--- config.mk ---
export PLATFORM = sky130hd
export DESIGN_NAME = gtfr_cmd_fifo
export DESIGN_NICKNAME = d
export VERILOG_FILES = /design/src/sv/gtfr_pkg.sv /design/src/sv/gtfr_cmd_fifo.sv
export SDC_FILE = /design/constraint.sdc
export NUM_CORES = 1
export LEC_CHECK = 0
export BUFFER_PORTS_ARGS = -buffer_cell sky130_fd_sc_hd__clkbuf_2
export CAP_MARGIN = 20
export CORE_MARGIN = 5
export CORE_UTILIZATION = 52
export CTS_CLUSTER_SIZE = 10
export DETAILED_ROUTE_END_ITERATION = 8
export MAX_ROUTING_LAYER = met4
export PLACE_DENSITY = 0.87
export SYNTH_ARGS = -nofsm -noshare
export SYNTH_HDL_FRONTEND = slang
export SYNTH_SLANG_ARGS = --single-unit
--- constraint.sdc ---
create_clock -name clk -period 7.82 [get_ports clk]
set_input_delay 1.564 -clock clk [delete_from_list [all_inputs] [get_ports clk]]
set_output_delay 1.564 -clock clk [all_outputs]
set_load 0.02 [all_outputs]
--- src/sv/gtfr_pkg.sv ---
package gtfr_pkg;

    localparam int SCREEN_WIDTH  = 128;
    localparam int SCREEN_HEIGHT = 64;

    localparam int GLYPH_COLS   = 5;
    localparam int GLYPH_ROWS   = 7;
    localparam int ADVANCE      = 6;
    localparam int PAGES        = (SCREEN_HEIGHT + 7) / 8;
    localparam int FB_BYTES     = SCREEN_WIDTH * PAGES;
    localparam int ADDR_W       = $clog2(FB_BYTES);
    localparam int CUR_W        = $clog2(SCREEN_WIDTH + 1);
    localparam int FONT_ENTRIES = 36;
    localparam int FONT_IDX_W   = $clog2(FONT_ENTRIES);
    localparam int COL_W        = $clog2(GLYPH_COLS);
    localparam int DRAW_STEPS   = 2 * GLYPH_COLS;
    localparam int STEP_W       = $clog2(DRAW_STEPS + 1);
    localparam int CMDQ_DEPTH   = 2;

    localparam logic [1:0] FUNC_CLEAR = 2'd0;
    localparam logic [1:0] FUNC_DRAW  = 2'd1;
    localparam logic [1:0] FUNC_READ  = 2'd2;

    localparam logic [7:0] ASC_0      = 8'h30;
    localparam logic [7:0] ASC_9      = 8'h39;
    localparam logic [7:0] ASC_UA     = 8'h41;
    localparam logic [7:0] ASC_UZ     = 8'h5a;
    localparam logic [7:0] ASC_LA     = 8'h61;
    localparam logic [7:0] ASC_LZ     = 8'h7a;
    localparam logic [7:0] ASC_DOT    = 8'h2e;
    localparam logic [7:0] ASC_COLON  = 8'h3a;
    localparam logic [7:0] ASC_DASH   = 8'h2d;
    localparam logic [7:0] ASC_SLASH  = 8'h2f;
    localparam logic [7:0] CASE_FOLD  = 8'd32;
    localparam logic [7:0] LETTER_OFS = 8'd10;

    typedef enum logic [1:0] {
        OP_CLEAR,
        OP_DRAW,
        OP_READ,
        OP_NOP
    } op_t;

    typedef logic [7:0]        byte_t;
    typedef logic [ADDR_W-1:0] addr_t;

    // One classified request. For a draw, addr is the byte of the glyph's first
    // column in the page holding its top row; lo and hi are the bits to OR into
    // that page and the page below.
    typedef struct packed {
        op_t                        op;
        addr_t                      addr;
        logic                       rd_ok;
        byte_t [GLYPH_COLS-1:0]     lo;
        byte_t [GLYPH_COLS-1:0]     hi;
        logic                       drawn;
        logic [7:0]                 cursor_column;
    } cmd_t;

    // Digits first, then A to Z; bit 0 of each column is the top row.
    localparam logic [6:0] FONT_ROM [FONT_ENTRIES][GLYPH_COLS] = '{
        '{7'd62,  7'd81,  7'd73,  7'd69,  7'd62},
        '{7'd0,   7'd66,  7'd127, 7'd64,  7'd0},
        '{7'd66,  7'd97,  7'd81,  7'd73,  7'd70},
        '{7'd33,  7'd65,  7'd69,  7'd75,  7'd49},
        '{7'd24,  7'd20,  7'd18,  7'd127, 7'd16},
        '{7'd39,  7'd69,  7'd69,  7'd69,  7'd57},
        '{7'd60,  7'd74,  7'd73,  7'd73,  7'd48},
        '{7'd1,   7'd113, 7'd9,   7'd5,   7'd3},
        '{7'd54,  7'd73,  7'd73,  7'd73,  7'd54},
        '{7'd6,   7'd73,  7'd73,  7'd41,  7'd30},
        '{7'd126, 7'd17,  7'd17,  7'd17,  7'd126},
        '{7'd127, 7'd73,  7'd73,  7'd73,  7'd54},
        '{7'd62,  7'd65,  7'd65,  7'd65,  7'd34},
        '{7'd127, 7'd65,  7'd65,  7'd34,  7'd28},
        '{7'd127, 7'd73,  7'd73,  7'd73,  7'd65},
        '{7'd127, 7'd9,   7'd9,   7'd9,   7'd1},
        '{7'd62,  7'd65,  7'd73,  7'd73,  7'd122},
        '{7'd127, 7'd8,   7'd8,   7'd8,   7'd127},
        '{7'd0,   7'd65,  7'd127, 7'd65,  7'd0},
        '{7'd32,  7'd64,  7'd65,  7'd63,  7'd1},
        '{7'd127, 7'd8,   7'd20,  7'd34,  7'd65},
        '{7'd127, 7'd64,  7'd64,  7'd64,  7'd64},
        '{7'd127, 7'd2,   7'd12,  7'd2,   7'd127},
        '{7'd127, 7'd4,   7'd8,   7'd16,  7'd127},
        '{7'd62,  7'd65,  7'd65,  7'd65,  7'd62},
        '{7'd127, 7'd9,   7'd9,   7'd9,   7'd6},
        '{7'd62,  7'd65,  7'd81,  7'd33,  7'd94},
        '{7'd127, 7'd9,   7'd25,  7'd41,  7'd70},
        '{7'd70,  7'd73,  7'd73,  7'd73,  7'd49},
        '{7'd1,   7'd1,   7'd127, 7'd1,   7'd1},
        '{7'd63,  7'd64,  7'd64,  7'd64,  7'd63},
        '{7'd31,  7'd32,  7'd64,  7'd32,  7'd31},
        '{7'd63,  7'd64,  7'd56,  7'd64,  7'd63},
        '{7'd99,  7'd20,  7'd8,   7'd20,  7'd99},
        '{7'd7,   7'd8,   7'd112, 7'd8,   7'd7},
        '{7'd97,  7'd81,  7'd73,  7'd69,  7'd67}
    };

    function automatic logic [6:0] glyph_column(logic [7:0] code, logic [COL_W-1:0] col);
        logic [7:0] c;
        logic [6:0] g;
        c = code;
        g = '0;
        if (c >= ASC_LA && c <= ASC_LZ) begin
            c = c - CASE_FOLD;
        end
        if (c >= ASC_0 && c <= ASC_9) begin
            g = FONT_ROM[FONT_IDX_W'(c - ASC_0)][col];
        end else if (c >= ASC_UA && c <= ASC_UZ) begin
            g = FONT_ROM[FONT_IDX_W'(c - ASC_UA + LETTER_OFS)][col];
        end else if (c == ASC_DOT) begin
            g = (col == COL_W'(2)) ? 7'd64 : 7'd0;
        end else if (c == ASC_COLON) begin
            g = (col == COL_W'(2)) ? 7'd36 : 7'd0;
        end else if (c == ASC_DASH) begin
            g = 7'd8;
        end else if (c == ASC_SLASH) begin
            g = 7'd32 >> col;
        end
        return g;
    endfunction

endpackage

--- src/sv/gtfr_cmd_fifo.sv ---
module gtfr_cmd_fifo
    import gtfr_pkg::*;
(
    input  logic clk,
    input  logic rst_n,
    input  logic wr_en,
    input  cmd_t din,
    output logic full,
    input  logic rd_en,
    output cmd_t dout,
    output logic empty
);

    localparam int PTR_W = (CMDQ_DEPTH > 1) ? $clog2(CMDQ_DEPTH) : 1;
    localparam int CNT_W = $clog2(CMDQ_DEPTH + 1);

    cmd_t             mem_reg [CMDQ_DEPTH];
    logic [PTR_W-1:0] wr_ptr_reg;
    logic [PTR_W-1:0] rd_ptr_reg;
    logic [CNT_W-1:0] count_reg;

    assign full  = count_reg == CNT_W'(CMDQ_DEPTH);
    assign empty = count_reg == '0;
    assign dout  = mem_reg[rd_ptr_reg];

    always_ff @(posedge clk)
    begin
        if (wr_en)
        begin
            mem_reg[wr_ptr_reg] <= din;
        end
    end

    always_ff @(posedge clk or negedge rst_n)
    begin
        if (!rst_n)
        begin
            wr_ptr_reg <= '0;
            rd_ptr_reg <= '0;
            count_reg  <= '0;
        end
        else
        begin
            if (wr_en)
            begin
                wr_ptr_reg <= (wr_ptr_reg == PTR_W'(CMDQ_DEPTH - 1)) ? '0 : wr_ptr_reg + 1'b1;
            end
            if (rd_en)
            begin
                rd_ptr_reg <= (rd_ptr_reg == PTR_W'(CMDQ_DEPTH - 1)) ? '0 : rd_ptr_reg + 1'b1;
            end
            if (wr_en && !rd_en)
            begin
                count_reg <= count_reg + 1'b1;
            end
            else if (rd_en && !wr_en)
            begin
                count_reg <= count_reg - 1'b1;
            end
        end
    end

endmodule

## Yosys cells after proc, flatten, opt, wreduce, memory -nomap -nowiden

Memory sizes are Yosys's and may differ from the RTL's.
Index checks and enable logic that the tools add are counted.

| word-level totals | value |
|---|---|
| register bits | 4 |
| bits in writable memories | 204 |
| memories kept | 1 |

Memory list:

| name | words | bits a word | read ports | clocked after Yosys merged registers in | wr ports | RTL line | text |
|---|---|---|---|---|---|---|---|
| mem_reg | 2 | 102 | 1 | 0 | 1 | gtfr_cmd_fifo.sv:17 | `cmd_t mem_reg [CMDQ_DEPTH];` |

| cells by class | value |
|---|---|
| add/sub/neg operators | 4 |
| equal/unequal tests | 1 |
| muxes and demuxes | 6 |
| reduce and logical (&&, ||, !) cells | 6 |

Operator list:

| cell | count |
|---|---|
| 1-bit 2-to-1 mux | 4 |
| 2-bit 2-to-1 mux | 2 |
| 1-bit adder (second input constant) | 2 |
| 2-bit by 1-bit adder with 2-bit output (second input constant) | 1 |
| 2-bit equality test (second input constant) | 1 |
| 1-bit logical AND | 2 |
| 1-bit logical NOT | 2 |
| 2-bit logical NOT | 1 |
| 2-bit nonzero test | 1 |
| 2-bit by 1-bit subtractor with 2-bit output (second input constant) | 1 |

## Logic depth before layout (Yosys ltp)

Gate-level depths: netlist of the first run.

| logic depth | value |
|---|---|
| depth in word-level cells | 4 |
| gate-level depth with buffers | 5 |
| depth with buffers taken out | 5 |

## Worst setup path before layout of the first run

Ideal clock, no wire load.

| timing | value |
|---|---|
| kind | input to register |
| start | in wr_en |
| end | mem mem_reg[0][0] (netlist name), enable pin |
| arrival time | 6002 ps |
| setup slack | 1242 ps |
| cell stages on the path | 1 |
| path buffers | 0 |
| path through | nor2b_1 |

| between the ends | value |
|---|---|
| longest elaborated chain between the ends | 2 |

RTL lines:

| element | RTL line | text |
|---|---|---|
| start, declared | gtfr_cmd_fifo.sv:6 | `input logic wr_en,` |
| 1-bit 2-to-1 mux | gtfr_cmd_fifo.sv:28 | `if (wr_en)` |
| 1-bit 2-to-1 mux (not written as such) | gtfr_cmd_fifo.sv:30 | `mem_reg[wr_ptr_reg] <= din;` |
| end, declared | gtfr_cmd_fifo.sv:17 |  |

Every way passes these cells.

==> results of run 1 <==
kinds of logic (layout without fill, tap and decap cells):
kind of cell / count (synthesis) / after routing
xor+xnor: 5 / 5
fa+ha+maj: 1 / 1
flops: 208 / 208
buf+inv: 12 / 258
simple gates: 5 / 5
mux: 102 / 102
path summary, 6_finish.rpt:
path | slack, ps | to | startpoint | depth (start not counted)
min in group asynchronous | 880 | rd_ptr_reg | rst_n | 1
worst max register to register | 5700 | mem_reg[1][75] | wr_ptr_reg | 2
worst min register to register | 490 | count_reg[1] | count_reg[1] | 1
worst min-delay path | 490 | count_reg[1] | count_reg[1] | 1
max in group asynchronous | 6790 | rd_ptr_reg | rst_n | 1
worst max-delay path | 3570 | dout[39] | rd_ptr_reg | 3
cell usage in the layout (no fill, tap or decap), types with 2 or more instances in the layout:
master,synthesis,final
clkbuf_2,0,209
dfrtp_1,4,3
nor2_1,2,2
mux2_2,102,102
xor2_1,4,4
edfxtp_1,204,204
buf_4,1,4
clkbuf_16,0,25
clkbuf_1,0,18
power groups by stage:
stage	Clock [mW]	Combinational (mW)	Sequential (mW)
5_1_grt	1.06	1.14	1.61
4_1_cts	1.01	1.09	1.59
3_5_place_dp	0	1.08	1.61
6_report	0.979	1.06	1.58
3_3_place_gp	0	1.07	1.59
2_1_floorplan	0	0.812	1.57
metal layers:
layer  track usage [%]  part of all wire, %
met5                 -                    0
met4             4.719                  1.7
met3             4.268                  8.8
met2             27.83                   52
met1             20.03                   38
critical path, stage by stage, from the launching register on:
cell and delay, ps:
dfrtp_4 820, buf_4 680, mux2_2 420, clkbuf_2 160
area by class of cell:
type	instances	area, um2
timing repair buffer	213	1076
sequential	208	6230
multi-input combinational	113	1241
tap	184	230.2
inverter	1	3.754
clock buffer	44	706.9
fill	967	4936
stage by stage:
stage / setup slack, ps / total power, mW / cells / hold WS, ps
after floorplan: 1242 / 2.378 / 333 / 455.5
after global routing: 3414 / 3.802 / 763 / 511.3
after detailed placement: 4056 / 2.691 / 719 / 484.3
final: 3571 / 3.624 / 763 / 488.1
after CTS: 3522 / 3.684 / 763 / 493.8
after global placement: 4094 / 2.660 / 719 / 470.5
==> impl_results.md, run 1 <==
- DIE WIDTH: approximately 130 um
- Run status: finished, final reports clean
- Post-synthesis xor/xnor area fraction: less than 1%
- Clock power frac: between 20% and 30%
- Global-route wire length before repair: 21,250 um
- Clk_lat worst skew: ~490 ps
- Min Clock Period, post-route: between 4000 and 5000 ps
- # diodes: 0
- Worst EP arrival: ~2700 ps
- Initial Util: 52.43%
- Core Rows: 44
- Simple-gate portion of the synthesized area: 0.3475%
- CTS Buf Count: 24
- Measured slew at the worst slew-check pin: 738.6 ps
- Most frequent cell after synthesis: edfxtp_1
- EDFF count, synth: between 200 and 250
- Max reg flops: slightly above 200
- Post-route DRC: 0
- Net Count, Synth: 440
- Worst Setup Start Kind: flop
- Post-Syn Area: approximately 0.0076 mm2
- Largest cells by area after synthesis: edfxtp_1 (81%), mux2_2 (15%), dfrtp_1 (1.3%)
- Final hold violations: 0
- Synth Register Bits: approximately 210
- Worst-path maximum fanout: 56
- Mux cell area share after synthesis: 15.19%
- Syn_area_per_cell: between 20 and 25 um2
- Share of the synthesized area in the top cell type: about 81%
- Vias per cell: between 5 and 6
- Static leakage: approximately 3.6 nW
- Slew headroom: 50.76%
- Switch Pwr: 1.118 mW
- FMAX: about 240 MHz
- Pins Over Slew Limit: 0
- Root Driver: clkbuf_16
- Top FF cell, synth: edfxtp_1
- IO Port Bufs: about 210
- Maximum vdd drop: between 0.0002 and 0.0003 V
- Worst Setup Path Type: reg -> out
- Adder and majority cell fraction of the synthesized area: 0.1655%
- Clock skew: ~7.4 ps
- Sequential element share of the synthesized area: between 80% and 90%
- Clock Tree Buf Depth: 3
- Layout cell share with drive strength beyond 1: between 50% and 60%
- Leading area contributor after synthesis: edfxtp_1
- Critical Path RT: approximately 6300 ps
- Avg WL per Cell: roughly 18 um
- Part of the power in registers: 43.6%
- Clk sinks: 208
- TritonCTS clock tree: built
- DIE HEIGHT: approximately 130 um
- CTS clk-pin slew, worst paths: around 50 ps
- Final design utilization: about two thirds
- GRT overflow: 0
- Final Instance Area: 0.009488 mm2
- Gate count of the mapped netlist: around 330
- Commonest cells in the netlist: edfxtp_1 (204), mux2_2 (102), buf_6 (7)
- Io pins: 210
- RD Place Congestion: around 0.78
- Number of global-route vias before repair: 4,228
- Warnings from Yosys: 0
- Synth Area in Compound Gates: 0%
- Final ANT Viol Nets: 0
- DR pass1 iterations: 4
- Nets: approximately 670
- Post-CTS setup buffers: 0
- Placed cell areas: between 0.008 and 0.009 mm2
- Internal power: 2.506 mW
- Die area: 0.01706 mm2
- Setup violators final: 0
- Yosys cell types: 13
- Total length of routed wires: 13,890 um
- P&R area growth vs syn: 25.46%
- Largest net degree at the start of global routing: 57
- Antenna violations before repair: 0
- Via count: approximately 3,800
- CP endpoint kind: output pin
- Combinational Power Share: about 29%
- Hold_buf cts: 0
- H-tree Lvls: 1
- Fin crit share: 54.34%
- Sw Ratio: between 30% and 40%
- Max Cap Viol: 0
- CORE AREA: 0.01442 mm2
- DP HPWL: about 9400 um
- Unrepaired setup endpoints after global routing: no
- Iteration-0 DRC count of the detailed router: around 140
- Post-cts resize count: 0
- Fraction of registers with async set/reset: 1.923%
- Worst Hold Class: reg -> reg
- GRT Util Overall: ~17%
- Setup TNS: 0 ps
- Largest family of logic cells by synthesized area: multiplexers
- Cell Pwr Density: 382.0 mW/mm2
Note: power is estimated with default switching activity, not from simulation.
==> run 2, diff against run 1 <==
--- a/config.mk
+++ b/config.mk
@@ -8,11 +8,11 @@
 export BUFFER_PORTS_ARGS = -buffer_cell sky130_fd_sc_hd__clkbuf_2
 export CAP_MARGIN = 20
 export CORE_MARGIN = 5
-export CORE_UTILIZATION = 52
+export CORE_UTILIZATION = 47
 export CTS_CLUSTER_SIZE = 10
 export DETAILED_ROUTE_END_ITERATION = 8
 export MAX_ROUTING_LAYER = met4
-export PLACE_DENSITY = 0.87
+export PLACE_DENSITY = 0.83
 export SYNTH_ARGS = -nofsm -noshare
 export SYNTH_HDL_FRONTEND = slang
 export SYNTH_SLANG_ARGS = --single-unit
==> constraint.sdc (replaced) <==
create_clock -name clk -period 3.45 [get_ports clk]
set_input_delay 0.69 -clock clk [delete_from_list [all_inputs] [get_ports clk]]
set_output_delay 0.69 -clock clk [all_outputs]
set_load 0.02 [all_outputs]
==> run 2 against run 1 <==
  * Cell count grew 3.4%
  * Largest cell class unchanged
  * Register-to-register slack lost 3900 ps
  * Via count grew 1.9%
  * Clock skew grew 4.0 ps
  * Final area grew 0.36%
  * Sequential power grew 120%
  * Clock-buffer cell count shrank 9
==> impl_results.md, run 2 (synthesized netlist as in run 1, its figures left out) <==
- Run status: finished, final reports clean
- # placed instances: 753 (+4.7%)
- Placed cell areas: 0.008848 mm2 (+0.77%)
- Max reg flops: 204 (unchanged)
- Min Clock Period, post-route: between 2000 and 3000 ps
- Hold slack: 388.7 ps (-99.36 ps)
- Commonest non-fill, non-tap cell in the layout: clkbuf_2
- Nets: 671 (+0.45%)
- Worst Setup Start Kind: flop
- H-tree Lvls: 1 (unchanged)
- Cell Pwr Density: 861.1 mW/mm2 (+130%)
- Unrepaired setup endpoints after global routing: no
- GRT Util Overall: 15.36% (-1.2 points)
- R2r startpoint: wr_ptr_reg
- Via count: 3,899 (+1.9%)
- Worst Setup Path Type: reg -> out
- Worst EP arrival: 2130 ps (-560 ps)
- P&R area growth vs syn: 25.91%
- Setup violators final: 0 (unchanged)
- Worst-case reg-to-reg path depth: 2 (unchanged)
- DIE HEIGHT: 136.8 um (+4.8%)
- Avg WL per Cell: 18.25 um (+0.27%)
- IO Port Bufs: 209 (unchanged)
- CP endpoint kind: output pin
- Hold wc startpoint: din[72]
- # diodes: 0 (unchanged)
- Critical Path RT: 2760 ps (-3500 ps)
- Worst hold path endpoint: mem_reg[1][72]
- TritonCTS clock tree: built
- CTS Buf Count: 24 (unchanged)
- Worst-path maximum fanout: 60 (+7.1%)
- Number of global-route vias before repair: 4,293 (+1.5%)
- Post-route DRC: 0 (unchanged)
- Pins Over Slew Limit: 0 (unchanged)
- Final ANT Viol Nets: 0 (unchanged)
- Reg2reg end: mem_reg[1][38]
- Maximum vdd drop: 0.0005148 V (+100%)
- Fillers: 1,131 (+17%)
- Max Cap Viol: 0 (unchanged)
- Largest net degree at the start of global routing: 64 (+12%)
- Measured slew at the worst slew-check pin: 861.4 ps (+122.9 ps)
- Fin cells: 789 (+3.4%)
- Clk sinks: 208 (unchanged)
- Fin crit share: about four fifths
- Io pins: 210 (unchanged)
- Vias per cell: 4.942 (-1.5%)
- Post-cts resize count: 0 (unchanged)
- Hold_buf cts: 1 (+1)
- Antenna violations before repair: 0 (unchanged)
- Post-CTS setup buffers: 0 (unchanged)
- Die area: 0.01873 mm2 (+9.8%)
- DP HPWL: 9656 um (+2.3%)
- Initial Util: 47.78% (-4.7 points)
- Iteration-0 DRC count of the detailed router: 199 (+47%)
- GRT overflow: 0 (unchanged)
- CTS clk-pin slew, worst paths: 50 ps (about the same)
- Final Instance Area: 0.009522 mm2 (+0.36%)
- Clk_lat worst skew: 490 ps (about the same)
- Final hold violations: 0 (unchanged)
- Clock skew: 11.47 ps (+4.044 ps)
- Clock Tree Buf Depth: 3 (unchanged)
- Setup TNS: 0 ps (unchanged)
- Hold path cells: 1 (unchanged)
- Layout cell share with drive strength beyond 1: 60.21% (+0.80 points)
- Worst Hold Class: in -> reg
- Total power: 8.199 mW (+130%)
- Global-route wire length before repair: 21,940 um (+3.2%)
- RD Place Congestion: 0.7537 (-3.4%)
- Total length of routed wires: 14,400 um (+3.7%)
- FMAX: 354.3 MHz
- Slew headroom: 42.57% (-8.2 points)
- R2R Setup Slk: 1780 ps (-3920 ps)
- Static leakage: 3.638 nW (about the same)
- Most frequent cells in the layout: clkbuf_2 (209), edfxtp_1 (204), mux2_2 (102), clkbuf_16 (25), clkbuf_1 (10)
- DR pass1 iterations: 4 (unchanged)
- Core Rows: 46 (+4.5%)
- CORE AREA: 0.01583 mm2 (+9.7%)
- Root Driver: clkbuf_16
- DIE WIDTH: 136.8 um (+4.8%)
==> run 2: changes by cell type in the layout (fill, tap and decap cells not counted), sizes merged <==
| cell | before | now |
|---|---|---|
| clkbuf | 253 | 244 |
| buf | 4 | 6 |
| dlygate4sd3 | 0 | 1 |
==> run 2: area by class of cell <==
class,instances,area [um2],area share [%]
Timing Repair Buffer,216,1114,11.70
Sequential cell,208,6230,65.43
Multi-Input combinational cell,113,1241,13.04
Clock buffer,35,663.1,6.965
Inverter,1,3.754,0.03942
Tap cell,216,270.3,2.838
==> run 2: routing by layer <==
| layer | track usage (%) | part of all wire (%) | vias up |
|---|---|---|---|
| li1 | - | - | 1796 |
| met2 | 26.51 | 51 | 147 |
| met4 | 3.437 | 1.7 | 0 |
| met1 | 18.46 | 40 | 1930 |
| met5 | - | 0 | - |
| met3 | 3.750 | 7.5 | 26 |
==> run 2: worst max-delay path: stages, from the launching register on <==
cell      delay [ps]
dfrtp_4          400
buf_4            590
mux2_2           430
clkbuf_2         160
==> run 2: power breakdown <==
group	internal [mW]	leakage, nW	switching (mW)
sequential	3.36	1.96	0.116
combinational	0.975	1.36	1.59
clock	1.31	0.320	0.856
total	5.64	3.64	2.56
==> run 2: metrics by stage <==
stage               util, %  setup slack (ps)
finish                60.16             627.9
floorplan                 -             791.0
CTS                   60.16             597.4
global placement      55.91              1151
global route          60.16             535.5
detailed placement    55.91              1135
==> run 2: worst max path at each step <==
| stage | slack [ps] | from | cells after the start | end |
|---|---|---|---|---|
| 6_report | 630 | rd_ptr_reg | 3 | dout[59] |
| 5_1_grt | 540 | rd_ptr_reg | 3 | dout[59] |
| 4_1_cts | 600 | rd_ptr_reg | 3 | dout[59] |
| 3_5_place_dp | 1140 | rd_ptr_reg | 3 | dout[59] |
| 3_3_place_gp | 1150 | rd_ptr_reg | 3 | dout[15] |
| 2_1_floorplan | 790 | wr_en | 1 | mem_reg[0][0] |
