[src/sv/gtfr_pkg.sv]
package gtfr_pkg;

    localparam int SCREEN_WIDTH  = 128;
    localparam int SCREEN_HEIGHT = 64;

    localparam int GLYPH_COLS   = 5;
    localparam int GLYPH_ROWS   = 7;
    localparam int ADVANCE      = 6;
    localparam int PAGES        = (SCREEN_HEIGHT + 7) / 8;
    localparam int FB_BYTES     = SCREEN_WIDTH * PAGES;
    localparam int ADDR_W       = $clog2(FB_BYTES);
    localparam int CUR_W        = $clog2(SCREEN_WIDTH + 1);
    localparam int FONT_ENTRIES = 36;
    localparam int FONT_IDX_W   = $clog2(FONT_ENTRIES);
    localparam int COL_W        = $clog2(GLYPH_COLS);
    localparam int DRAW_STEPS   = 2 * GLYPH_COLS;
    localparam int STEP_W       = $clog2(DRAW_STEPS + 1);
    localparam int CMDQ_DEPTH   = 2;

    localparam logic [1:0] FUNC_CLEAR = 2'd0;
    localparam logic [1:0] FUNC_DRAW  = 2'd1;
    localparam logic [1:0] FUNC_READ  = 2'd2;

    localparam logic [7:0] ASC_0      = 8'h30;
    localparam logic [7:0] ASC_9      = 8'h39;
    localparam logic [7:0] ASC_UA     = 8'h41;
    localparam logic [7:0] ASC_UZ     = 8'h5a;
    localparam logic [7:0] ASC_LA     = 8'h61;
    localparam logic [7:0] ASC_LZ     = 8'h7a;
    localparam logic [7:0] ASC_DOT    = 8'h2e;
    localparam logic [7:0] ASC_COLON  = 8'h3a;
    localparam logic [7:0] ASC_DASH   = 8'h2d;
    localparam logic [7:0] ASC_SLASH  = 8'h2f;
    localparam logic [7:0] CASE_FOLD  = 8'd32;
    localparam logic [7:0] LETTER_OFS = 8'd10;

    typedef enum logic [1:0] {
        OP_CLEAR,
        OP_DRAW,
        OP_READ,
        OP_NOP
    } op_t;

    typedef logic [7:0]        byte_t;
    typedef logic [ADDR_W-1:0] addr_t;

    // One classified request. For a draw, addr is the byte of the glyph's first
    // column in the page holding its top row; lo and hi are the bits to OR into
    // that page and the page below.
    typedef struct packed {
        op_t                        op;
        addr_t                      addr;
        logic                       rd_ok;
        byte_t [GLYPH_COLS-1:0]     lo;
        byte_t [GLYPH_COLS-1:0]     hi;
        logic                       drawn;
        logic [7:0]                 cursor_column;
    } cmd_t;

    // Digits first, then A to Z; bit 0 of each column is the top row.
    localparam logic [6:0] FONT_ROM [FONT_ENTRIES][GLYPH_COLS] = '{
        '{7'd62,  7'd81,  7'd73,  7'd69,  7'd62},
        '{7'd0,   7'd66,  7'd127, 7'd64,  7'd0},
        '{7'd66,  7'd97,  7'd81,  7'd73,  7'd70},
        '{7'd33,  7'd65,  7'd69,  7'd75,  7'd49},
        '{7'd24,  7'd20,  7'd18,  7'd127, 7'd16},
        '{7'd39,  7'd69,  7'd69,  7'd69,  7'd57},
        '{7'd60,  7'd74,  7'd73,  7'd73,  7'd48},
        '{7'd1,   7'd113, 7'd9,   7'd5,   7'd3},
        '{7'd54,  7'd73,  7'd73,  7'd73,  7'd54},
        '{7'd6,   7'd73,  7'd73,  7'd41,  7'd30},
        '{7'd126, 7'd17,  7'd17,  7'd17,  7'd126},
        '{7'd127, 7'd73,  7'd73,  7'd73,  7'd54},
        '{7'd62,  7'd65,  7'd65,  7'd65,  7'd34},
        '{7'd127, 7'd65,  7'd65,  7'd34,  7'd28},
        '{7'd127, 7'd73,  7'd73,  7'd73,  7'd65},
        '{7'd127, 7'd9,   7'd9,   7'd9,   7'd1},
        '{7'd62,  7'd65,  7'd73,  7'd73,  7'd122},
        '{7'd127, 7'd8,   7'd8,   7'd8,   7'd127},
        '{7'd0,   7'd65,  7'd127, 7'd65,  7'd0},
        '{7'd32,  7'd64,  7'd65,  7'd63,  7'd1},
        '{7'd127, 7'd8,   7'd20,  7'd34,  7'd65},
        '{7'd127, 7'd64,  7'd64,  7'd64,  7'd64},
        '{7'd127, 7'd2,   7'd12,  7'd2,   7'd127},
        '{7'd127, 7'd4,   7'd8,   7'd16,  7'd127},
        '{7'd62,  7'd65,  7'd65,  7'd65,  7'd62},
        '{7'd127, 7'd9,   7'd9,   7'd9,   7'd6},
        '{7'd62,  7'd65,  7'd81,  7'd33,  7'd94},
        '{7'd127, 7'd9,   7'd25,  7'd41,  7'd70},
        '{7'd70,  7'd73,  7'd73,  7'd73,  7'd49},
        '{7'd1,   7'd1,   7'd127, 7'd1,   7'd1},
        '{7'd63,  7'd64,  7'd64,  7'd64,  7'd63},
        '{7'd31,  7'd32,  7'd64,  7'd32,  7'd31},
        '{7'd63,  7'd64,  7'd56,  7'd64,  7'd63},
        '{7'd99,  7'd20,  7'd8,   7'd20,  7'd99},
        '{7'd7,   7'd8,   7'd112, 7'd8,   7'd7},
        '{7'd97,  7'd81,  7'd73,  7'd69,  7'd67}
    };

    function automatic logic [6:0] glyph_column(logic [7:0] code, logic [COL_W-1:0] col);
        logic [7:0] c;
        logic [6:0] g;
        c = code;
        g = '0;
        if (c >= ASC_LA && c <= ASC_LZ) begin
            c = c - CASE_FOLD;
        end
        if (c >= ASC_0 && c <= ASC_9) begin
            g = FONT_ROM[FONT_IDX_W'(c - ASC_0)][col];
        end else if (c >= ASC_UA && c <= ASC_UZ) begin
            g = FONT_ROM[FONT_IDX_W'(c - ASC_UA + LETTER_OFS)][col];
        end else if (c == ASC_DOT) begin
            g = (col == COL_W'(2)) ? 7'd64 : 7'd0;
        end else if (c == ASC_COLON) begin
            g = (col == COL_W'(2)) ? 7'd36 : 7'd0;
        end else if (c == ASC_DASH) begin
            g = 7'd8;
        end else if (c == ASC_SLASH) begin
            g = 7'd32 >> col;
        end
        return g;
    endfunction

endpackage

[src/sv/gtfr_front.sv]
module gtfr_front
    import gtfr_pkg::*;
(
    input  logic       clk,
    input  logic       rst_n,
    input  logic       accept,
    input  logic [1:0] func,
    input  logic [7:0] char_code,
    input  logic [5:0] top_row,
    input  logic       start_of_line,
    input  logic [9:0] byte_index,
    output cmd_t       cmd
);

    logic [CUR_W-1:0] cursor_reg;
    logic [CUR_W-1:0] cursor_next;
    logic [CUR_W-1:0] cur_sel;
    logic [CUR_W-1:0] cur_adv;
    logic             fits;
    logic [6:0]       row_mask;
    logic [6:0]       g;
    logic [14:0]      sh;
    int               base;

    always_comb
    begin
        cur_sel = start_of_line ? CUR_W'(1) : cursor_reg;
        fits    = (int'(cur_sel) + GLYPH_COLS) < SCREEN_WIDTH;
        cur_adv = cur_sel + CUR_W'(ADVANCE);

        cursor_next = cursor_reg;
        if (func == FUNC_DRAW)
        begin
            cursor_next = fits ? cur_adv : cur_sel;
        end

        // Glyph rows that fall below the screen are clipped here.
        for (int r = 0; r < GLYPH_ROWS; r++)
        begin
            row_mask[r] = (int'(top_row) + r) < SCREEN_HEIGHT;
        end

        cmd = '0;
        for (int c = 0; c < GLYPH_COLS; c++)
        begin
            g  = glyph_column(char_code, COL_W'(c)) & row_mask;
            sh = {8'b0, g} << top_row[2:0];
            cmd.lo[c] = fits ? sh[7:0] : 8'd0;
            cmd.hi[c] = fits ? {1'b0, sh[14:8]} : 8'd0;
        end

        base = int'(top_row[5:3]) * SCREEN_WIDTH + int'(cur_sel);
        cmd.rd_ok         = int'(byte_index) < FB_BYTES;
        cmd.cursor_column = 8'(cursor_next);
        cmd.drawn         = 1'b0;

        unique case (func)
            FUNC_CLEAR:
            begin
                cmd.op   = OP_CLEAR;
                cmd.addr = '0;
            end
            FUNC_DRAW:
            begin
                cmd.op    = fits ? OP_DRAW : OP_NOP;
                cmd.addr  = ADDR_W'(base);
                cmd.drawn = fits;
            end
            FUNC_READ:
            begin
                cmd.op   = OP_READ;
                cmd.addr = ADDR_W'(byte_index);
            end
            default:
            begin
                cmd.op   = OP_NOP;
                cmd.addr = '0;
            end
        endcase
    end

    always_ff @(posedge clk or negedge rst_n)
    begin
        if (!rst_n)
        begin
            cursor_reg <= CUR_W'(1);
        end
        else if (accept)
        begin
            cursor_reg <= cursor_next;
        end
    end

endmodule

[config.mk]
export PLATFORM = sky130hd
export DESIGN_NAME = gtfr_front
export DESIGN_NICKNAME = d
export VERILOG_FILES = /design/src/sv/gtfr_pkg.sv /design/src/sv/gtfr_front.sv
export SDC_FILE = /design/constraint.sdc
export NUM_CORES = 1
export LEC_CHECK = 0
export ABC_AREA = 1
export BUFFER_PORTS_ARGS = -buffer_cell sky130_fd_sc_hd__buf_2
export CORE_MARGIN = 1
export CORE_UTILIZATION = 40
export CTS_BUF_LIST = sky130_fd_sc_hd__clkbuf_4 sky130_fd_sc_hd__clkbuf_8
export CTS_CLUSTER_SIZE = 24
export DETAILED_ROUTE_END_ITERATION = 12
export PLACE_DENSITY = 0.61
export SYNTH_ARGS = -nofsm -noshare
export SYNTH_HDL_FRONTEND = slang
export SYNTH_SLANG_ARGS = --single-unit
[constraint.sdc]
create_clock -name clk -period 3.4 [get_ports clk]
set_input_delay 0.17 -clock clk [delete_from_list [all_inputs] [get_ports clk]]
set_output_delay 0.17 -clock clk [all_outputs]
set_load 0.01 [all_outputs]
Yosys cells after proc, flatten, opt, wreduce, memory -nomap -nowiden:

Memory sizes are Yosys's and may differ from the RTL's.
Cells that the tools add are included.

* bits in registers: 8
* memory bits (read-only): 4480
* bits of input ports: 30
* output and inout bits: 102
* word-level logic and storage cells: 105
* memories: 2

* $add $sub $neg: 13
* $lt $le $gt $ge: 16
* eq/ne operators: 6
* shifts and indexed selects: 5
* muxes and demuxes: 51
* bitwise logic cells: 7
* reduce and logical (&&, ||, !) cells: 4

Memories
* (no name shown): depth 64, width 35, read ports 1, clocked after memory_dff 0, wr ports 0, line gtfr_pkg.sv:111 `g = FONT_ROM[FONT_IDX_W'(c - ASC_UA + LETTER_OFS)][col];`
* (no name shown): depth 64, width 35, read ports 1, clocked after memory_dff 0, wr ports 0, line gtfr_pkg.sv:109 `g = FONT_ROM[FONT_IDX_W'(c - ASC_0)][col];`

Operator list (number)
* $mux W35: 4
* $mux W7: 16
* $shl A7 B3 Y15: 5
* $mux W8: 9
* $lt A7 B7 Y1 const B: 6
* $pmux W12 S3: 1
* $and A7 B7 Y7: 5
* $eq A8 B6 Y1 const B: 4
* $mux W4: 8
* $mux W6: 5
* $add A6 B3 Y7 const B: 3
* $mux W5: 4
* $ge A8 B7 Y1 const B: 2
* $le A8 B7 Y1 const B: 2
* $add A6 B2 Y7 const B: 2
* $ge A7 B7 Y1 const B: 2
* $not A6 Y7: 2
* $add A10 B8 Y10: 1
* $add A8 B3 Y9 const B: 1
* $lt A9 B8 Y1 const B: 1
* $add A8 B3 Y8 const B: 1
* $ge A8 B6 Y1 const B: 1
* $le A8 B6 Y1 const B: 1
* $sub A8 B6 Y8 const B: 1
* 12 further kinds: 15

Longest topological paths before layout:

Gate-level depths: netlist of run 1.

* depth after elaboration: 14
* gate-level depth with buffers: 22
* mapped depth without buffers: 21

Least setup slack after synthesis of run 1:

Ideal clock, no wire load.

* path kind: in2out
* start: in char_code[2]
* end: out cmd[43] in the netlist's numbering
* data arrival time: 2702 ps
* data required time: 3230 ps
* slack: 528 ps
* stages on the path: 17
* path buffers: 2
* cells stage by stage: inv_1 > clkbuf_1 > ha_1 > clkbuf_1 > clkinv_1 > ha_1 > inv_1 > nand2_1 > o211ai_1 > o211ai_1 > nand2_1 > nand3_1 > nand2_1 > nand4_1 > nand3_1 > nand2_1 > nor2_1

RTL lines
* from (decl): line gtfr_front.sv:8 `input logic [7:0] char_code,`
* to (decl): line gtfr_front.sv:12 `output cmd_t cmd`

==> out/metrics.cfg, run 1 <==
[power]
vdd_drop_max_uv=293
power_density_mw_per_mm2=196
p_leak_nw=3.60

[logic_synthesis]
syn_area_per_cell_um2=4.98
synth_top_flop_cell=dfrtp_1
syn_inst=1181
synth-seq-cells=8
synth_edf_count=0
synth-async-reset-ratio_pct=100
ys_warn_count=0
syn_area_mm2=0.00588
synth_cell_types=54
ys_seq_area_share_pct=3.43

[critical_path]
critPathLaunchType=input port
critPathCaptureType=primary output
path_cells=buf_2, buf_4, nor2_1, nor2_1, nand2_1, nand2_1, nand2_2, nand2_2, nand2_4, nand2_4, nand2_2, inv_2, nand2_1, nand2_1, a21oi_1, nand3_1, nand3_1, nand3_1, nand2_1, buf_2
cpLargestDelayFamily=simple AND/OR/NAND/NOR gates
cp_max_fo=10
crit_start=char_code[1]
cpMostUsedCell=nand2_1
cpMaxStageDelayCell=a21oi_1
cp_num_buf_inv=4
cp_slowest_stage_delay_ns=0.38
timing.critical_path.required_ns=3.23
critical_path_arrival_ns=3.03
critical_path_class=in2out
reg2reg_from=cursor_reg[1]

[timing]
rsz0062_at_grt=no
fin_worst_skew_ns=0.00357
period_share_pct=94.2
drv_slew=0
hold_ws_ns=0.247
hold_violations=0
worstMarginPinSlew_ns=0.674
clock.fmax_mhz=312
setup_viol=0
slew_headroom_pct=55.0
period_needed_ns=3.20
final.setup.tns_ns=0

[clocking]
worstSkewPairLatency_ns=0.23
cts_root_buf=clkbuf_8
h-tree-depth=1
clock_path_buffers=2
clock-sinks=8
cts_buffers=3
clk_pin_slew_ns=0.04
cts_tree=done

[detailed_routing]
viasPerCell=5.93
drcViolationCount=0
final_antenna_net_count=0
initialDrtViolationCount=1258
wirelength_um=26000
vias=8630
dr.pass1.iters=6
wl_per_cell_um=17.9

[floorplanning]
rows=43
die_area_mm2=0.0152
io_pins=132
start_util_pct=41.7
die_w_um=123
core_mm2=0.0141
die_height_um=123

[final_layout]
final_nets=1337
largest_reg_flops=8
synthToLayoutAreaGrowth_pct=15.5
diodes=0
drive_above_1_share_pct=16.4

[placed_design]
hpwlAfterDp_um=20500
gp_routability_congestion=1.04
port_buffers=120

[min_path]
hp-start=start_of_line
hold_class=in2reg

[global_routing]
first_global_vias=7567
antenna_found_initial=0
gr-total-overflow=0
track_usage_pct=33.7
grt_pass1_wl_um=39800
grt_start_max_net_pins=47

[run_status]
status=finished clean

[flow_run]
drv_cap=0

-- repair_timing --
item,CTS,global route
gates resized for setup,1,7
hold buffers,1,0
endpoints found under the hold margin,7,0
endpoints found under the setup margin,6,36
buffers inserted,0,2
gates cloned,0,1
-- metal layers --
| metal | routed length [um] | global-route usage [%] | vias up |
|---|---|---|---|
| li1 | - | - | 4117 |
| met1 | 10600 | 45.4 | 3890 |
| met2 | 11400 | 52.3 | 522 |
| met3 | 2750 | 6.37 | 101 |
| met4 | 1270 | 13.9 | 0 |
| met5 | 0 | 0 | - |
-- where the power goes --
group | total [mW] | switching, mW | internal [mW]
logic | 1.08 | 0.748 | 0.336
registers | 0.118 | 0.00868 | 0.110
clock network | 0.128 | 0.0382 | 0.0893
-- worst paths after layout --
| kind | end | cells past startpoint | slack [ns] |
|---|---|---|---|
| worst max-delay path | cmd[70] | 20 | 0.20 |
| worst min-delay path | cursor_reg[0] | 3 | 0.25 |
| worst max register to register | cursor_reg[7] | 16 | 0.88 |
| worst min register to register | cursor_reg[0] | 2 | 0.52 |
| max in group asynchronous | cursor_reg[0] | 2 | 2.86 |
| min in group asynchronous | cursor_reg[6] | 2 | 0.30 |
-- synthesized netlist by cell type, drive strengths merged (2+ instances only) --
cell	number	area [um2]
a21o	2	15.0
a21oi	54	282
a31oi	3	18.8
a32oi	3	26.3
buf	42	260
clkbuf	46	173
clkinv	5	18.8
conb	2	7.51
dfrtp	7	175
ha	31	388
inv	75	287
nand2	384	1480
nand3	197	996
nand3b	5	50.1
nand4	25	156
nor2	121	472
nor3	24	120
o2111ai	3	26.3
o211ai	5	37.5
o21a	2	15.0
o21ai	108	544
o22ai	6	37.5
o311ai	2	17.5
o31ai	8	60.1
or2	3	18.8
xnor2	4	35.0
xor2	4	61.3
-- area by class of cell --
type	count	area [um2]
fillers	1585	7310
multi-input cells	1015	5010
repair buffers	168	986
inverters	80	312
well taps	180	225
flip-flops and latches	8	201
clock buffers	4	48.8
-- stage by stage --
step | cell area (um2) | util, % | std cells | power, mW | setup slack (ns)
6_report | 6790 | 48.1 | 1455 | 1.33 | 0.199
3_5_place_dp | 6670 | 47.3 | 1447 | 1.16 | 0.152
4_1_cts | 6740 | 47.8 | 1452 | 1.30 | 0.225
5_1_grt | 6790 | 48.1 | 1455 | 1.44 | 0.0149
2_1_floorplan | 5910 | - | 1190 | 0.828 | 0.528
3_3_place_gp | 6670 | 47.3 | 1447 | 1.17 | 0.137
-- worst register-to-register path, delay by kind of cell, from the launching register on --
kind,cells,cell delay [ns]
adders and majority gates,1,0.18
DFF,1,0.37
and+or+nand+nor,9,1.10
xor gates and xnor gates,1,0.21
buffers and inverters,3,0.45
AOI/OAI and AO/OA,2,0.14
-- cell families (layout without fill, tap and decap cells) --
kind of cell | after synthesis | in the layout | share of synthesized area (%)
simple gates | 760 | 760 | 56.1
xor+xnor | 8 | 9 | 1.64
other cells | 2 | 11 | 0.128
compound gates | 202 | 202 | 19.2
buf+inv | 168 | 252 | 12.6
fa+ha+maj | 31 | 31 | 6.60
flops | 8 | 8 | 3.43
mux | 2 | 2 | 0.362
-- cells in the final DEF, fill, tap and decap left out, types with 5 or more instances in the layout --
cell type    n
nor3_1      24
o31ai_1      8
conb_1      11
nand3_1    195
o211ai_1     5
buf_2      120
inv_2        5
nor2_1     116
ha_1        30
buf_4       44
o21ai_0     90
a21oi_1     52
inv_1       66
o21ai_1     16
o22ai_1      6
nand4_1     25
clkinv_1     5
nand2_1    376
dfrtp_1      7
No activity file was read; power rests on OpenSTA's default activity.
==> run 2: changes to the inputs <==
--- a/config.mk
+++ b/config.mk
@@ -7,6 +7,7 @@
 export LEC_CHECK = 0
 export ABC_AREA = 1
 export BUFFER_PORTS_ARGS = -buffer_cell sky130_fd_sc_hd__buf_2
+export CORE_ASPECT_RATIO = 0.75
 export CORE_MARGIN = 1
 export CORE_UTILIZATION = 40
 export CTS_BUF_LIST = sky130_fd_sc_hd__clkbuf_4 sky130_fd_sc_hd__clkbuf_8
==> out/metrics.cfg, run 2 (synthesis results as in run 1) <==
[timing]
hold_ws_ns=0.246
clock.fmax_mhz=309
setup_viol=0
fin_worst_skew_ns=0.00189
hold_violations=0
worst_slack_ns=0.162
final.setup.tns_ns=0
slew_headroom_pct=58.2
period_needed_ns=3.24
worstMarginPinSlew_ns=0.627
period_share_pct=95.2
drv_slew=0

[critical_path]
crit_path_end=cmd[67]
critPathCaptureType=primary output
cpLargestDelayFamily=compound AO/OA/AOI/OAI gates
r2r_end=cursor_reg[7]
cp_slowest_stage_delay_ns=0.35
path_cells=buf_2, ha_1, ha_1, buf_12, nand2_1, inv_1, nor2_1, o21ai_0, o21ai_0, o21ai_1, nand2_1, nand2_1, nand3_1, nand3_1, nand2_1, nor2_1, buf_2
crit_start=char_code[0]
reg2reg_from=cursor_reg[4]
critical_path_arrival_ns=3.07
cp_num_buf_inv=4
cp.depth=17
timing.critical_path.required_ns=3.23
critPathLaunchType=input port
critical_path_class=in2out
r2r_slack_ns=0.93
cp_max_fo=29
cpMostUsedCell=nand2_1
cpMaxStageDelayCell=ha_1
ff2ff_path_depth=14

[power]
pwr-share-clk_pct=9.3
p_int_mw=0.557
combPwrFrac_pct=82.1
power_frac_seq_pct=8.6
p_total_mw=1.38
p_leak_nw=3.65
switchingPower_mw=0.828
vdd_drop_max_uv=277
power_density_mw_per_mm2=201
swShare_pct=59.8

[global_routing]
track_usage_pct=35.8
met1_usage_pct=52.3
grt_start_max_net_pins=47
first_global_vias=7728
met3_usage_pct=5.27
gr-total-overflow=0
busiest_layer=met2
antenna_found_initial=0
met2_usage_pct=54.0
grt_pass1_wl_um=42500

[detailed_routing]
viasPerCell=5.88
vias=8704
initialDrtViolationCount=1053
final_antenna_net_count=0
wl_per_cell_um=18.8
drcViolationCount=0
wirelength_um=27800
dr.pass1.iters=6

[placed_design]
placed_cells=1467
placed_area_mm2=0.00673
dp_slack_ns=0.199
port_buffers=120
hpwlAfterDp_um=21900
gp_routability_congestion=1.05

[floorplanning]
start_util_pct=41.9
die_area_mm2=0.0152
die_height_um=107
io_pins=132
core_mm2=0.0140
rows=37
die_w_um=142

[final_layout]
diodes=0
final_cell_mix=376 x nand2_1, 195 x nand3_1, 121 x buf_2, 115 x nor2_1, 89 x o21ai_0
fin_util_pct=49.2
multi_input_area_mm2=0.00501
finalInstanceArea_mm2=0.00691
regArea_um2=201
drive_above_1_share_pct=17.1
fill_cells=1676
largest_reg_flops=8
synthToLayoutAreaGrowth_pct=17.5
fin_cells=1480
layout_commonest_cell=nand2_1
final_nets=1347

[clocking]
clk_pin_slew_ns=0.04
cts_root_buf=clkbuf_8
worstSkewPairLatency_ns=0.23
clock-sinks=8
clock_path_buffers=2
cts_buffers=3
h-tree-depth=1
cts_tree=done

[min_path]
hold_class=in2reg

[run_status]
status=finished clean

[flow_run]
drv_cap=0

[run 2: cell types whose count changed in the layout (fill, tap and decap cells not counted), sizes merged]
cell	previous run	this run
buf	166	178
clkbuf	5	4
clkinv	5	4
inv	74	75
xor2	5	4
[run 2: what timing repair did]
| action | CTS | global route |
|---|---|---|
| setup buffers | 0 | 8 |
| resized for setup | 0 | 13 |
| hold endpoints to repair | 7 | 0 |
| hold buffers | 1 | 0 |
| endpoints found under the setup margin | 0 | 57 |
[run 2: final cells by class]
cell class | count | area share, %
inverters | 80 | 4.48
flip-flops and latches | 8 | 2.92
repair buffers | 179 | 15.8
well taps | 195 | 3.53
clock buffers | 4 | 0.707
multi-input cells | 1014 | 72.6
[run 2: how the worst min path moves through the flow]
| stage | cells after the start | end | from |
|---|---|---|---|
| 2_1_floorplan | 0 | cursor_reg[1] | rst_n |
| 3_3_place_gp | 1 | cursor_reg[5] | rst_n |
| 5_1_grt | 3 | cursor_reg[0] | start_of_line |
| 4_1_cts | 3 | cursor_reg[0] | start_of_line |
| 3_5_place_dp | 1 | cursor_reg[5] | rst_n |
| 6_report | 3 | cursor_reg[0] | start_of_line |
[run 2: worst register-to-register path, delay by kind of cell (launching register included)]
| kind | cells | cell delay [ns] |
|---|---|---|
| compound gates | 1 | 0.07 |
| simple gates | 10 | 1.54 |
| xor+xnor | 1 | 0.22 |
| flops | 1 | 0.35 |
| buf+inv | 2 | 0.20 |
[run 2: routing by layer]
layer	vias up	part of all wire (%)
met1	3974	45
met2	517	41
met4	0	3.0
met3	73	11
met5	-	0
li1	4140	-
[run 2: power by group through the flow]
stage	Combinational (mW)	Sequential, mW	Clock (mW)
after global routing	1.23	0.121	0.137
after global placement	1.09	0.120	0
after floorplan	0.710	0.118	0
final	1.14	0.119	0.129
after detailed placement	1.07	0.120	0
after CTS	1.07	0.119	0.133
==> run 3: changes to the inputs <==
--- a/config.mk
+++ b/config.mk
@@ -7,7 +7,7 @@
 export LEC_CHECK = 0
 export ABC_AREA = 1
 export BUFFER_PORTS_ARGS = -buffer_cell sky130_fd_sc_hd__buf_2
-export CORE_ASPECT_RATIO = 0.75
+export CORE_ASPECT_RATIO = 0.9
 export CORE_MARGIN = 1
 export CORE_UTILIZATION = 40
 export CTS_BUF_LIST = sky130_fd_sc_hd__clkbuf_4 sky130_fd_sc_hd__clkbuf_8
==> out/metrics.cfg, run 3 (synthesis results as in run 1) <==
[timing]
rsz0062_at_grt=yes
period_needed_ns=3.18
setup_viol=0
worst_slack_ns=0.222
period_share_pct=93.5
hold_violations=0
slew_headroom_pct=58.6
final.setup.tns_ns=0
worstMarginPinSlew_ns=0.621
fin_worst_skew_ns=0.00485
clock.fmax_mhz=315
drv_slew=0

[detailed_routing]
drcViolationCount=0
final_antenna_net_count=0
wirelength_um=26100
vias=8632
viasPerCell=5.88
wl_per_cell_um=17.8
dr.pass1.iters=7
initialDrtViolationCount=1250

[run_status]
status=finished clean

[placed_design]
dp_slack_ns=0.277
placed_area_mm2=0.00668
hpwlAfterDp_um=20500
gp_routability_congestion=1.14
port_buffers=120

[floorplanning]
start_util_pct=41.5
die_height_um=117
rows=41
die_w_um=130
io_pins=132
core_mm2=0.0142
die_area_mm2=0.0152

[power]
p_total_mw=1.34
power_density_mw_per_mm2=197
p_leak_nw=3.59
vdd_drop_max_uv=195

[critical_path]
crit_start=char_code[1]
reg2reg_from=cursor_reg[4]
timing.critical_path.required_ns=3.23
critical_path_class=in2out
cp_slowest_stage_delay_ns=0.36
r2r_slack_ns=0.97
critPathLaunchType=input port
ff2ff_path_depth=13
cpMaxStageDelayCell=a21boi_1
critical_path_arrival_ns=3.01
path_cells=buf_2, inv_1, ha_1, inv_2, nor2_4, nand2_2, nand2_1, nand3b_4, nand2_2, nand2_4, nand2_2, inv_1, nand2_1, nand3_1, a21boi_1, nand2_1, o21ai_1, nand2_1, nor2_1, buf_2
r2r_end=cursor_reg[5]
crit_path_end=cmd[28]
cpMostUsedCell=nand2_1
cp_max_fo=12
critPathCaptureType=primary output

[final_layout]
drive_above_1_share_pct=16.2
fin_util_pct=47.9
final_nets=1337
layout_commonest_cell=nand2_1
finalInstanceArea_mm2=0.00678
regArea_um2=201
synthToLayoutAreaGrowth_pct=15.4
multi_input_area_mm2=0.00499
final_cell_mix=376 x nand2_1, 195 x nand3_1, 120 x buf_2, 116 x nor2_1, 90 x o21ai_0
largest_reg_flops=8
fill_cells=1629
diodes=0

[global_routing]
first_global_vias=7631
grt_start_max_net_pins=47
grt_pass1_wl_um=40100
track_usage_pct=33.7
gr-total-overflow=0
antenna_found_initial=0

[min_path]
hold_class=in2reg

[clocking]
h-tree-depth=1
clk_pin_slew_ns=0.04
cts_root_buf=clkbuf_8
cts_buffers=3
worstSkewPairLatency_ns=0.23
clock_path_buffers=2
clock-sinks=8
cts_tree=done

[flow_run]
drv_cap=0

==> run 3: worst min-delay path by stage <==
stage	startpoint	endpoint	slack, ns	depth (start not counted)
floorplan	rst_n	cursor_reg[1]	-0.13	0
detailed placement	rst_n	cursor_reg[7]	0.02	1
finish	start_of_line	cursor_reg[0]	0.25	3
global route	start_of_line	cursor_reg[0]	0.26	3
CTS	start_of_line	cursor_reg[0]	0.25	3
global placement	rst_n	cursor_reg[7]	0.02	1
==> run 3: where the power goes <==
part,switching (mW),leakage [nW],internal [mW]
Combinational,0.747,3.46,0.341
Sequential,0.00938,0.104,0.110
Clock,0.0409,0.0262,0.0895
==> run 3: per-stage QoR <==
| stage | instances | hold WS [ns] |
|---|---|---|
| final | 1468 | 0.252 |
| after global routing | 1468 | 0.262 |
| after CTS | 1466 | 0.246 |
| after global placement | 1461 | 0.0226 |
| after floorplan | 1190 | -0.126 |
| after detailed placement | 1461 | 0.0234 |
==> run 3: per-layer routing <==
metal | wire, um | GRT usage [%]
met1 | 11200 | 46.1
met2 | 11200 | 52.7
met3 | 2720 | 5.77
met4 | 914 | 13.1
met5 | 0 | 0
==> run 3: what timing repair did <==
| action | 4_1_cts | 5_1_grt |
|---|---|---|
| gates resized for setup | 0 | 6 |
| buffers inserted | 0 | 2 |
| hold buffers | 1 | 0 |
| endpoints found under the hold margin | 8 | 0 |
| setup endpoints to repair | 0 | 24 |
==> run 3: worst max-delay path: cells and delay by family <==
kind            cells  cell delay, ns
simple gates       12            1.30
buf+inv             5            0.76
compound gates      2            0.54
fa+ha+maj           1            0.22
==> run 3: cell type report <==
class / count / share of cell area, %
well taps: 193 / 3.56
inverters: 80 / 4.63
multi-input cells: 1014 / 73.6
flip-flops and latches: 8 / 2.97
clock buffers: 4 / 0.720
repair buffers: 169 / 14.5
